`src/rtl/line_pixel_coverage_core_macros.svh`:
```
// Assertion macros for the line pixel coverage core.
// Included by files that carry concurrent checks; no other dependencies.
`ifndef LINE_PIXEL_COVERAGE_CORE_MACROS_SVH
`define LINE_PIXEL_COVERAGE_CORE_MACROS_SVH

// same-cycle implication
`define LPC_ASSERT_IMPL(label, clk, rst, ante, cons) \
   label: assert property (@(posedge clk) disable iff (rst) (ante) |-> (cons)) \
      else $error("line_pixel_coverage_core: check failed");

// next-cycle implication
`define LPC_ASSERT_NEXT(label, clk, rst, ante, cons) \
   label: assert property (@(posedge clk) disable iff (rst) (ante) |=> (cons)) \
      else $error("line_pixel_coverage_core: check failed");

`endif

```
`src/rtl/lpc_pkg.sv`:
```
// Shared constants and types for the line pixel coverage core.
// No dependencies.
package lpc_pkg;

   localparam int COORD_BITS_DEF = 11;
   localparam int FRAC_BITS_DEF  = 16;

   localparam int CSR_INDEX_BITS = 3;

   localparam logic [CSR_INDEX_BITS-1:0] CSR_START_X   = 3'd0;
   localparam logic [CSR_INDEX_BITS-1:0] CSR_START_Y   = 3'd1;
   localparam logic [CSR_INDEX_BITS-1:0] CSR_END_X     = 3'd2;
   localparam logic [CSR_INDEX_BITS-1:0] CSR_END_Y     = 3'd3;
   localparam logic [CSR_INDEX_BITS-1:0] CSR_ANTIALIAS = 3'd4;

   localparam logic [7:0] LEVEL_FULL = 8'd255;

   typedef enum logic [1:0] {
      SETUP_LOAD,
      SETUP_DIV,
      SETUP_DONE
   } setup_state_type;

endpackage

```
`src/rtl/lpc_div.sv`:
```
// Restoring unsigned divider, one quotient bit per cycle.
// Uses lpc_pkg for default widths.
module lpc_div import lpc_pkg::*; #(
   parameter int NUM_BITS = COORD_BITS_DEF + FRAC_BITS_DEF,
   parameter int DEN_BITS = COORD_BITS_DEF
) (
   input  logic                clock,
   input  logic                reset,
   input  logic                start,
   input  logic [NUM_BITS-1:0] num,
   input  logic [DEN_BITS-1:0] den,
   output logic                busy,
   output logic                done,
   output logic [NUM_BITS-1:0] quot
);

   localparam int CNT_BITS = $clog2(NUM_BITS + 1);

   logic [DEN_BITS-1:0] rem_ff, rem_in;
   logic [NUM_BITS-1:0] quot_ff, quot_in;
   logic [CNT_BITS-1:0] cnt_ff, cnt_in;
   logic                busy_ff, busy_in;
   logic                done_ff, done_in;
   logic [DEN_BITS:0]   shifted;
   logic [DEN_BITS:0]   diff;
   logic                fits;

   assign shifted = {rem_ff, quot_ff[NUM_BITS-1]};
   assign diff    = shifted - {1'b0, den};
   assign fits    = shifted >= {1'b0, den};

   always_comb begin
      rem_in  = rem_ff;
      quot_in = quot_ff;
      cnt_in  = cnt_ff;
      busy_in = busy_ff;
      done_in = 1'b0;
      if (start) begin
         rem_in  = '0;
         quot_in = num;
         cnt_in  = '0;
         busy_in = 1'b1;
      end else if (busy_ff) begin
         rem_in  = fits ? diff[DEN_BITS-1:0] : shifted[DEN_BITS-1:0];
         quot_in = {quot_ff[NUM_BITS-2:0], fits};
         cnt_in  = cnt_ff + CNT_BITS'(1);
         if (cnt_ff == CNT_BITS'(NUM_BITS - 1)) begin
            busy_in = 1'b0;
            done_in = 1'b1;
         end
      end
   end

   always_ff @(posedge clock) begin
      if (reset) begin
         cnt_ff  <= '0;
         busy_ff <= 1'b0;
         done_ff <= 1'b0;
      end else begin
         cnt_ff  <= cnt_in;
         busy_ff <= busy_in;
         done_ff <= done_in;
      end
   end

   always_ff @(posedge clock) begin
      rem_ff  <= rem_in;
      quot_ff <= quot_in;
   end

   assign busy = busy_ff;
   assign done = done_ff;
   assign quot = quot_ff;

endmodule

```
`src/rtl/line_pixel_coverage_core.sv`:
```
// Line pixel coverage core: top level with line setup and pixel pipeline.
// Depends on lpc_pkg, lpc_div and line_pixel_coverage_core_macros.svh.
//
// Takes one pixel per clock while rsp_ready does not stall the pipeline,
// and returns one result per pixel, in order, through stages 1 to 3 and
// the output register. Endpoints and the antialias switch are set through
// the csr port while no pixels are in flight. Each csr write (and reset)
// starts a line setup that holds req_ready low until the bit-serial slope
// divider is done; then pixels stream at full rate. The slope multiply, the
// intercept add with rounding, and the level scaling each have a stage.
`include "line_pixel_coverage_core_macros.svh"

module line_pixel_coverage_core import lpc_pkg::*; #(
   parameter int COORD_BITS = COORD_BITS_DEF,
   parameter int FRAC_BITS  = FRAC_BITS_DEF
) (
   input  logic                      clock,
   input  logic                      reset,
   input  logic                      req_valid,
   output logic                      req_ready,
   input  logic [COORD_BITS-1:0]     req_pixel_x,
   input  logic [COORD_BITS-1:0]     req_pixel_y,
   output logic                      rsp_valid,
   input  logic                      rsp_ready,
   output logic                      rsp_write_enable,
   output logic [7:0]                rsp_red_level,
   input  logic                      csr_valid,
   output logic                      csr_ready,
   input  logic [CSR_INDEX_BITS-1:0] csr_index,
   input  logic [COORD_BITS-1:0]     csr_wdata
);

   localparam int C   = COORD_BITS;
   localparam int F   = FRAC_BITS;
   localparam int NB  = C + F;
   localparam int KW  = F + 2;
   localparam int PW  = C + F + 3;
   localparam int YW  = C + 3;
   localparam int DW  = C + 4;
   localparam logic [PW-1:0]        HALF_FX  = PW'(1) << (F - 1);
   localparam logic signed [DW-1:0] DIFF_ONE = DW'(1);

   // configuration registers
   logic [C-1:0] start_x_ff, start_y_ff, end_x_ff, end_y_ff;
   logic         antialias_ff;
   logic         csr_accept;

   assign csr_ready  = 1'b1;
   assign csr_accept = csr_valid && csr_ready;

   always_ff @(posedge clock) begin
      if (reset) begin
         start_x_ff   <= '0;
         start_y_ff   <= '0;
         end_x_ff     <= '0;
         end_y_ff     <= '0;
         antialias_ff <= 1'b0;
      end else if (csr_accept) begin
         case (csr_index)
            CSR_START_X:   start_x_ff   <= csr_wdata;
            CSR_START_Y:   start_y_ff   <= csr_wdata;
            CSR_END_X:     end_x_ff     <= csr_wdata;
            CSR_END_Y:     end_y_ff     <= csr_wdata;
            CSR_ANTIALIAS: antialias_ff <= csr_wdata[0];
            default: ;
         endcase
      end
   end

   // line setup sequencer
   setup_state_type setup_state_ff, setup_state_in;
   logic div_start, div_busy, div_done, setup_ready, k_load;

   always_comb begin
      case (setup_state_ff)
         SETUP_LOAD: setup_state_in = SETUP_DIV;
         SETUP_DIV:  setup_state_in = div_done ? SETUP_DONE : SETUP_DIV;
         SETUP_DONE: setup_state_in = SETUP_DONE;
         default:    setup_state_in = SETUP_LOAD;
      endcase
      if (csr_accept) begin
         setup_state_in = SETUP_LOAD;
      end
   end

   always_comb begin
      div_start   = 1'b0;
      setup_ready = 1'b0;
      k_load      = 1'b0;
      case (setup_state_ff)
         SETUP_LOAD: div_start   = 1'b1;
         SETUP_DIV:  k_load      = div_done;
         SETUP_DONE: setup_ready = 1'b1;
         default: ;
      endcase
   end

   always_ff @(posedge clock) begin
      if (reset) begin
         setup_state_ff <= SETUP_LOAD;
      end else begin
         setup_state_ff <= setup_state_in;
      end
   end

   // line geometry, major axis first
   logic signed [C:0] dx_w, dy_w, ndx_w, ndy_w;
   logic [C-1:0]      adx, ady, amaj, amin, maj_a, maj_b, min_a;
   logic              steep;

   assign dx_w  = $signed({1'b0, end_x_ff}) - $signed({1'b0, start_x_ff});
   assign dy_w  = $signed({1'b0, end_y_ff}) - $signed({1'b0, start_y_ff});
   assign ndx_w = -dx_w;
   assign ndy_w = -dy_w;
   assign adx   = dx_w[C] ? ndx_w[C-1:0] : dx_w[C-1:0];
   assign ady   = dy_w[C] ? ndy_w[C-1:0] : dy_w[C-1:0];
   assign steep = adx < ady;
   assign amaj  = steep ? ady : adx;
   assign amin  = steep ? adx : ady;
   assign maj_a = steep ? start_y_ff : start_x_ff;
   assign maj_b = steep ? end_y_ff : end_x_ff;
   assign min_a = steep ? start_x_ff : start_y_ff;

   logic         geo_steep_ff, geo_len_nz_ff, geo_neg_ff;
   logic [C-1:0] geo_ax_ff, geo_ay_ff, geo_lo_ff, geo_hi_ff;

   always_ff @(posedge clock) begin
      if (div_start) begin
         geo_steep_ff  <= steep;
         geo_len_nz_ff <= amaj != '0;
         geo_neg_ff    <= dx_w[C] ^ dy_w[C];
         geo_ax_ff     <= maj_a;
         geo_ay_ff     <= min_a;
         geo_lo_ff     <= (maj_a < maj_b) ? maj_a : maj_b;
         geo_hi_ff     <= (maj_a < maj_b) ? maj_b : maj_a;
      end
   end

   logic [NB-1:0] div_quot;

   lpc_div #(
      .NUM_BITS (NB),
      .DEN_BITS (C)
   ) u_div (
      .clock (clock),
      .reset (reset),
      .start (div_start),
      .num   ({amin, {F{1'b0}}}),
      .den   (amaj),
      .busy  (div_busy),
      .done  (div_done),
      .quot  (div_quot)
   );

   // slope magnitude never exceeds one for a line of nonzero length
   logic signed [KW-1:0] k_mag, k_in, geo_k_ff;

   assign k_mag = $signed({1'b0, div_quot[F:0]});
   assign k_in  = geo_neg_ff ? -k_mag : k_mag;

   always_ff @(posedge clock) begin
      if (k_load) begin
         geo_k_ff <= k_in;
      end
   end

   // pipeline stall chain
   logic s1_valid_ff, s2_valid_ff, s3_valid_ff, rsp_valid_ff;
   logic en1, en2, en3, en_out;

   assign en_out    = !rsp_valid_ff || rsp_ready;
   assign en3       = !s3_valid_ff || en_out;
   assign en2       = !s2_valid_ff || en3;
   assign en1       = !s1_valid_ff || en2;
   assign req_ready = setup_ready && en1;

   always_ff @(posedge clock) begin
      if (reset) begin
         s1_valid_ff  <= 1'b0;
         s2_valid_ff  <= 1'b0;
         s3_valid_ff  <= 1'b0;
         rsp_valid_ff <= 1'b0;
      end else begin
         if (en1) s1_valid_ff <= req_valid && req_ready;
         if (en2) s2_valid_ff <= s1_valid_ff;
         if (en3) s3_valid_ff <= s2_valid_ff;
         if (en_out) rsp_valid_ff <= s3_valid_ff;
      end
   end

   // stage 1: axis swap, span test, offset along major axis
   logic [C-1:0]      px_m, py_m;
   logic              s1_span_in, s1_span_ff;
   logic signed [C:0] s1_rel_in, s1_rel_ff;
   logic [C-1:0]      s1_py_ff;

   assign px_m       = geo_steep_ff ? req_pixel_y : req_pixel_x;
   assign py_m       = geo_steep_ff ? req_pixel_x : req_pixel_y;
   assign s1_span_in = geo_len_nz_ff && (px_m >= geo_lo_ff) && (px_m < geo_hi_ff);
   assign s1_rel_in  = $signed({1'b0, px_m}) - $signed({1'b0, geo_ax_ff});

   always_ff @(posedge clock) begin
      if (en1) begin
         s1_span_ff <= s1_span_in;
         s1_rel_ff  <= s1_rel_in;
         s1_py_ff   <= py_m;
      end
   end

   // stage 2: slope multiply
   logic signed [PW-1:0] s2_prod_in, s2_prod_ff;
   logic                 s2_span_ff;
   logic [C-1:0]         s2_py_ff;

   assign s2_prod_in = s1_rel_ff * geo_k_ff;

   always_ff @(posedge clock) begin
      if (en2) begin
         s2_prod_ff <= s2_prod_in;
         s2_span_ff <= s1_span_ff;
         s2_py_ff   <= s1_py_ff;
      end
   end

   // stage 3: intercept, rounding, neighbor classification
   logic signed [PW-1:0] ideal_h;
   logic signed [YW-1:0] yline;
   logic signed [DW-1:0] diff;
   logic                 s3_on_ff, s3_below_ff, s3_above_ff, s3_span_ff;
   logic [F-1:0]         s3_efx_ff;

   assign ideal_h = $signed(PW'({geo_ay_ff, {F{1'b0}}})) + s2_prod_ff + $signed(HALF_FX);
   assign yline   = ideal_h[PW-1:F];
   assign diff    = $signed({4'b0000, s2_py_ff}) - $signed({yline[YW-1], yline});

   always_ff @(posedge clock) begin
      if (en3) begin
         s3_span_ff  <= s2_span_ff;
         s3_on_ff    <= diff == '0;
         s3_below_ff <= diff == -DIFF_ONE;
         s3_above_ff <= diff == DIFF_ONE;
         s3_efx_ff   <= ideal_h[F-1:0];
      end
   end

   // stage 4: level scaling into the output register
   logic [F:0]   one_minus_e;
   logic [F+8:0] lvl_below_w;
   logic [F+7:0] lvl_above_w;
   logic         we_in, rsp_we_ff;
   logic [7:0]   lvl_in, rsp_lvl_ff;

   assign one_minus_e = (F+1)'(1) << F;
   assign lvl_below_w = {(one_minus_e - {1'b0, s3_efx_ff}), 8'h00}
                        - (F+9)'(one_minus_e - {1'b0, s3_efx_ff});
   assign lvl_above_w = {s3_efx_ff, 8'h00} - (F+8)'(s3_efx_ff);

   always_comb begin
      we_in  = 1'b0;
      lvl_in = '0;
      if (s3_span_ff) begin
         if (s3_on_ff) begin
            we_in  = 1'b1;
            lvl_in = LEVEL_FULL;
         end else if (antialias_ff && s3_below_ff) begin
            we_in  = 1'b1;
            lvl_in = lvl_below_w[F+7:F];
         end else if (antialias_ff && s3_above_ff) begin
            we_in  = 1'b1;
            lvl_in = lvl_above_w[F+7:F];
         end
      end
   end

   always_ff @(posedge clock) begin
      if (en_out) begin
         rsp_we_ff  <= we_in;
         rsp_lvl_ff <= lvl_in;
      end
   end

   assign rsp_valid        = rsp_valid_ff;
   assign rsp_write_enable = rsp_we_ff;
   assign rsp_red_level    = rsp_lvl_ff;

   `LPC_ASSERT_IMPL(a_idle_level, clock, reset, rsp_valid && !rsp_write_enable, rsp_red_level == 8'd0)
   `LPC_ASSERT_IMPL(a_no_accept_in_setup, clock, reset, req_valid && req_ready, !div_busy)
   `LPC_ASSERT_IMPL(a_one_class, clock, reset, s3_valid_ff, $onehot0({s3_on_ff, s3_below_ff, s3_above_ff}))
   `LPC_ASSERT_NEXT(a_csr_blocks, clock, reset, csr_valid && csr_ready, !req_ready)

endmodule

```
`config.mk`:
```
export PLATFORM = sky130hd
export DESIGN_NAME = line_pixel_coverage_core
export DESIGN_NICKNAME = d
export VERILOG_FILES = /design/src/rtl/lpc_pkg.sv /design/src/rtl/lpc_div.sv /design/src/rtl/line_pixel_coverage_core.sv
export VERILOG_INCLUDE_DIRS = /design/src /design/src/rtl
export SDC_FILE = /design/constraint.sdc
export NUM_CORES = 1
export LEC_CHECK = 0
export BUFFER_PORTS_ARGS = -buffer_cell sky130_fd_sc_hd__buf_2
export CAP_MARGIN = 15
export CORE_MARGIN = 10
export CORE_UTILIZATION = 54
export CTS_CLUSTER_SIZE = 40
export DETAILED_ROUTE_END_ITERATION = 8
export GPL_TIMING_DRIVEN = 0
export PLACE_DENSITY = 0.8
export SLEW_MARGIN = 30
export SYNTH_ARGS = -nofsm -noshare
export SYNTH_HDL_FRONTEND = slang
export SYNTH_SLANG_ARGS = --single-unit
```
`constraint.sdc`:
```
create_clock -name clock -period 20.3 [get_ports clock]
set_input_delay 2.03 -clock clock [delete_from_list [all_inputs] [get_ports clock]]
set_output_delay 2.03 -clock clock [all_outputs]
set_load 0.02 [all_outputs]
```
==> out/qor.yml, run 1 <==
synth_ff_type: "edfxtp_1"
required_ns: 20.58
hold_violations: 0
synthArstFlopShare: 0
cp_max_fo: 10
netlist.area_leader.share: 0.221
grt_pass1_vias: 18300
die_area_mm2: 0.0517
wire_per_inst_um: 18.0
avgSynthCellArea_um2: 9.27
grt_usage: 0.221
die_height_um: 227
cts_sinks: 256
reg2reg_slack_ns: 11.68
postRouteAntennaNets: 0
first_pass_iters: 8
grt_first_pass_wirelength_mm: 91.9
avgViaCountPerCell: 5.70
synth-adder-area-share: 0.278
syn_inst: 2503
holdPathEnd: "s3_efx_ff[11]"
tns_ns: 0
max_freq_mhz: 116
cts_made_buffers: 27
synth_top_family_by_area: "adder cells"
drt_iter0_markers: 1342
start_util: 0.550
path_clk_slew_ns: 0.06
clock_skew_ns: 0.0126
synth_seq_cells: 256
fin_crit_ns: 8.62
cts-root-buf: "clkbuf_16"
final_cells: 3144
setup_violations: 0
clock_path_buffers: 3
place.gp.congestion: 0.960
muxShareOfSynthArea: 0.0227
final_common_cell: "inv_1"
synth_nets: 2936
ys_types: 83
cts_setup_buffers: 0
whs_path_depth: 0
seq_area_frac_synth: 0.294
synth_area_leaders: "edfxtp_1 22%, fa_1 18%, ha_1 10%"
rows: 75
nets: 3017
yosysTopAreaCell: "edfxtp_1"
relSlewSlack: 0.401
port-buffer-count: 50
place_hpwl_mm: 45.1
cp_slowest_cell: "o41ai_1"
worst_ep_arrival_time_ns: 8.90
hold_start: "s2_prod_ff[11]"
drive_above_1_share: 0.0614
fin_crit_sh: 0.425
yosys_warnings: 0
most-common-layout-cells: "355 x inv_1, 313 x nand2_1, 204 x fa_1"
clk_latency_ns: 0.57
rsz0062_at_grt: "false"
drc: 0
hp-class: "reg2reg"
synth_area_mm2: 0.0232
area_delta_synth_final_pct: 8.36
grt_max_degree: 49
synth-simple-area-share: 0.156
io_pins: 53
preCtsSetupSlack_ns: 11.92
dieWidth_um: 227
diodes: 0
grt_antenna_before_repair: 0
hold_buffers: 0
worst_pin_slew_ns: 0.897
run_status: "completed"
vias: 17900
rr_worst_depth: 27
synth_edf_count: 171
grt_overflow: 0
r2r-start: "s1_rel_ff[2]"
finalWirelength_mm: 56.5
max-cap-violations: 0
crit_type: "reg2reg"
cts_resized: 0
crit_path_start_kind: "flop"
max_stage_delay_ns: 0.60
cts_tree: "done"
worstReg2RegEnd: "s2_prod_ff[29]"
finalWorstSetupSlack_ns: 11.68
place_inst: 3094
path_common_cell: "o21ai_0"
maxSlewViolCount: 0
ctsHtreeMaxLevel: 1
end_kind: "flop"
core_mm2: 0.0422
synth_compound_area_frac: 0.123
synth_xor_area_frac: 0.0509
==> synthesized netlist by cell type (8+ instances only) <==
library cell and n:
a21boi_0 15, a21o_1 44, a21oi_1 160, a31oi_1 9
and2_1 90, and3_1 15, clkbuf_1 80, dfxtp_1 85
edfxtp_1 171, fa_1 204, ha_1 188, inv_1 356
mux2_2 20, mux2i_1 29, nand2_1 314, nand2b_1 35
nand3_1 35, nand4_1 12, nor2_1 156, nor2b_1 19
nor3_1 33, nor4_1 17, o211ai_1 10, o21a_1 18
o21ai_0 92, o21ai_1 8, o21bai_1 13, o31ai_1 10
or3_1 15, xnor2_1 99, xor2_1 36
==> layer usage <==
layer	vias to the layer above	GRT usage	wire (um)
li1	8486	-	-
met1	8719	0.266	22300
met2	579	0.388	28400
met3	150	0.0344	3430
met4	0	0.0901	2370
met5	-	0	0
==> final cells by class <==
class / count / area (um2)
Buffer: 93 / 383
Clock buffer: 39 / 791
Timing Repair Buffer: 52 / 305
Fill cell: 3495 / 17100
Multi-Input combinational cell: 1796 / 14700
Tap cell: 539 / 674
Inverter: 358 / 1350
Sequential cell: 256 / 6840
Clock inverter: 11 / 163
==> per-stage QoR <==
stage	hold WS, ns	cell area (um2)	utilization
after floorplan	0.400	23200	-
after global placement	0.403	24100	0.572
after detailed placement	0.405	24200	0.573
after CTS	0.419	25200	0.596
after global routing	0.422	25200	0.596
final	0.419	25200	0.596
==> registers in the layout (all words and copies together), names as in the netlist, 8 cells and up <==
register,count
geo_k_ff,18
end_y_ff,11
u_div.quot,27
geo_lo_ff,11
s2_prod_ff,30
start_x_ff,11
geo_hi_ff,11
geo_ay_ff,11
end_x_ff,11
geo_ax_ff,11
s1_rel_ff,12
s2_py_ff,11
s1_py_ff,11
u_div.rem_ff,11
rsp_red_level,8
start_y_ff,11
s3_efx_ff,16
==> worst max-delay path, delay by kind of cell (launching register included) <==
| family | cells | cell delay, ns |
|---|---|---|
| AOI/OAI and AO/OA | 13 | 3.87 |
| adders and majority gates | 6 | 2.66 |
| buffers and inverters | 5 | 1.00 |
| DFF | 1 | 0.32 |
| and+or+nand+nor | 3 | 0.46 |
==> worst max-delay path by stage <==
stage | cells after the start | end | start
final | 27 | s2_prod_ff[29] | s1_rel_ff[2]
after global routing | 31 | geo_hi_ff[4] | start_x_ff[2]
after CTS | 27 | s2_prod_ff[29] | s1_rel_ff[2]
after detailed placement | 27 | s2_prod_ff[29] | s1_rel_ff[2]
after global placement | 31 | geo_hi_ff[2] | start_x_ff[2]
after floorplan | 27 | s2_prod_ff[29] | s1_rel_ff[2]
==> kinds of logic (layout without fill, tap and decap cells) <==
| logic type | Yosys count | in the layout |
|---|---|---|
| AOI/OAI and AO/OA | 444 | 444 |
| xor gates and xnor gates | 135 | 135 |
| adders and majority gates | 394 | 394 |
| buffers and inverters | 451 | 553 |
| DFF | 256 | 256 |
| muxes | 50 | 50 |
| other | 1 | 1 |
| and+or+nand+nor | 772 | 772 |
Power of run 1 is left out: the tool's default activity adds up to more than one toggle a clock period on the data nets, which glitch-free logic cannot reach.
==> run 2: changes to the inputs <==
==> constraint.sdc (replaced) <==
create_clock -name clock -period 8.65 [get_ports clock]
set_input_delay 0.865 -clock clock [delete_from_list [all_inputs] [get_ports clock]]
set_output_delay 0.865 -clock clock [all_outputs]
set_load 0.02 [all_outputs]
==> out/qor.yml, run 2 (synthesized netlist as in run 1, its figures left out) <==
run_status: "completed"
clock_skew_ns: 0.0145
drt_iter0_markers: 1401
place_hpwl_mm: 45.1
grt_usage: 0.221
required_ns: 8.93
cts_made_buffers: 27
wire_per_inst_um: 18.0
cts_tree: "done"
fin_crit_ns: 8.25
tns_ns: 0
largest_reg_flops: 30
grt_max_degree: 49
grt_first_pass_wirelength_mm: 91.9
largest-register: "s2_prod_ff"
whs_path_depth: 0
grt_pass1_vias: 18300
drive_above_1_share: 0.0645
clock_path_buffers: 3
cts_sinks: 256
path_delay_family: "compound AO/OA/AOI/OAI gates"
clk_latency_ns: 0.57
die_height_um: 227
relSlewSlack: 0.413
crit_path_start_kind: "flop"
worstReg2RegEnd: "s2_prod_ff[29]"
path_depth: 27
critPathBufInv: 5
max-cap-violations: 0
max_freq_mhz: 121
dieWidth_um: 227
setup_violations: 0
fin_crit_sh: 0.953
first_pass_iters: 5
cts_setup_buffers: 0
start_util: 0.550
maxSlewViolCount: 0
cts-root-buf: "clkbuf_16"
path_clk_slew_ns: 0.06
grt_overflow: 0
finalWirelength_mm: 56.6
grt_antenna_before_repair: 0
fin_area_mm2: 0.0252
end_kind: "flop"
rows: 75
cp_slowest_cell: "a2111oi_0"
drc: 0
place.gp.congestion: 0.960
hold_violations: 0
avgViaCountPerCell: 5.72
worst_pin_slew_ns: 0.880
final_common_cell: "inv_1"
port-buffer-count: 50
crit_type: "reg2reg"
nets: 3015
area_delta_synth_final_pct: 8.47
worst_ep_arrival_time_ns: 8.53
io_pins: 53
max_stage_delay_ns: 0.58
rr_worst_depth: 27
path_common_cell: "o21ai_0"
core_mm2: 0.0422
rsz0062_at_grt: "false"
dpl-instance-area_mm2: 0.0242
most-common-layout-cells: "355 x inv_1, 313 x nand2_1, 204 x fa_1"
hp-class: "reg2reg"
ctsHtreeMaxLevel: 1
cp_max_fo: 10
hold_start: "s2_prod_ff[11]"
holdPathEnd: "s3_efx_ff[11]"
vias: 18000
die_area_mm2: 0.0517
postRouteAntennaNets: 0
r2r-start: "s1_rel_ff[2]"
reg2reg_slack_ns: 0.40
## run 2: changes by cell type in the layout (fill, tap and decap cells not counted), sizes merged
cell    delta
diode      +1
clkbuf     -2
## run 2: repair_timing
action / in CTS / in global routing
setup endpoints to repair: 0 / 32
hold buffers: 0 / 0
gates resized for setup: 0 / 15
## run 2: worst max path at each step
stage | from | end | slack, ns
final | s1_rel_ff[2] | s2_prod_ff[29] | 0.40
after global routing | s1_rel_ff[5] | s2_prod_ff[29] | 0.04
after CTS | s1_rel_ff[2] | s2_prod_ff[29] | 0.18
after detailed placement | s1_rel_ff[2] | s2_prod_ff[29] | 0.27
after global placement | start_x_ff[2] | geo_hi_ff[2] | 0.60
after floorplan | s1_rel_ff[2] | s2_prod_ff[29] | 1.96
## run 2: through the flow
step,hold WS [ns],worst slack [ns],util,std cells
after floorplan,0.400,1.96,-,2503
after global placement,0.403,0.603,0.572,3092
after detailed placement,0.405,0.271,0.573,3094
after CTS,0.419,0.183,0.596,3144
after global routing,0.422,0.0383,0.596,3142
final,0.420,0.404,0.596,3143
## run 2: routing by layer
metal	routed length, um	global-route usage	vias up	share of wire
li1	-	-	8478	-
met1	22400	0.266	8767	0.40
met2	28500	0.388	585	0.50
met3	3250	0.0344	152	0.057
met4	2430	0.0901	0	0.043
met5	0	0	-	0
## run 2: area by class of cell
cell class,count,area [um2]
plain buffers,91,383
well taps,539,674
diodes,1,2.50
inverters,358,1350
flip-flops and latches,256,6840
clock inverters,11,163
repair buffers,52,305
multi-input cells,1796,14700
fillers,3487,17000
clock buffers,39,791
## run 2: worst reg2reg max path: stages, from the launching register on
cell	delay, ns
edfxtp_1	0.32
clkbuf_1	0.38
clkbuf_2	0.35
nand2_1	0.12
fa_1	0.54
inv_1	0.04
ha_1	0.27
inv_1	0.05
fa_1	0.53
fa_1	0.44
fa_1	0.55
inv_1	0.05
ha_1	0.32
nor2b_1	0.14
o21ai_0	0.25
a21boi_0	0.18
o21ai_0	0.23
a21boi_0	0.15
o21ai_0	0.31
a21boi_0	0.17
o21ai_0	0.24
a21oi_1	0.10
a211oi_1	0.47
o21ai_0	0.31
o41ai_2	0.42
o211ai_1	0.28
a2111oi_0	0.58
nor3b_1	0.17
Power of run 2 is left out for the same reason.
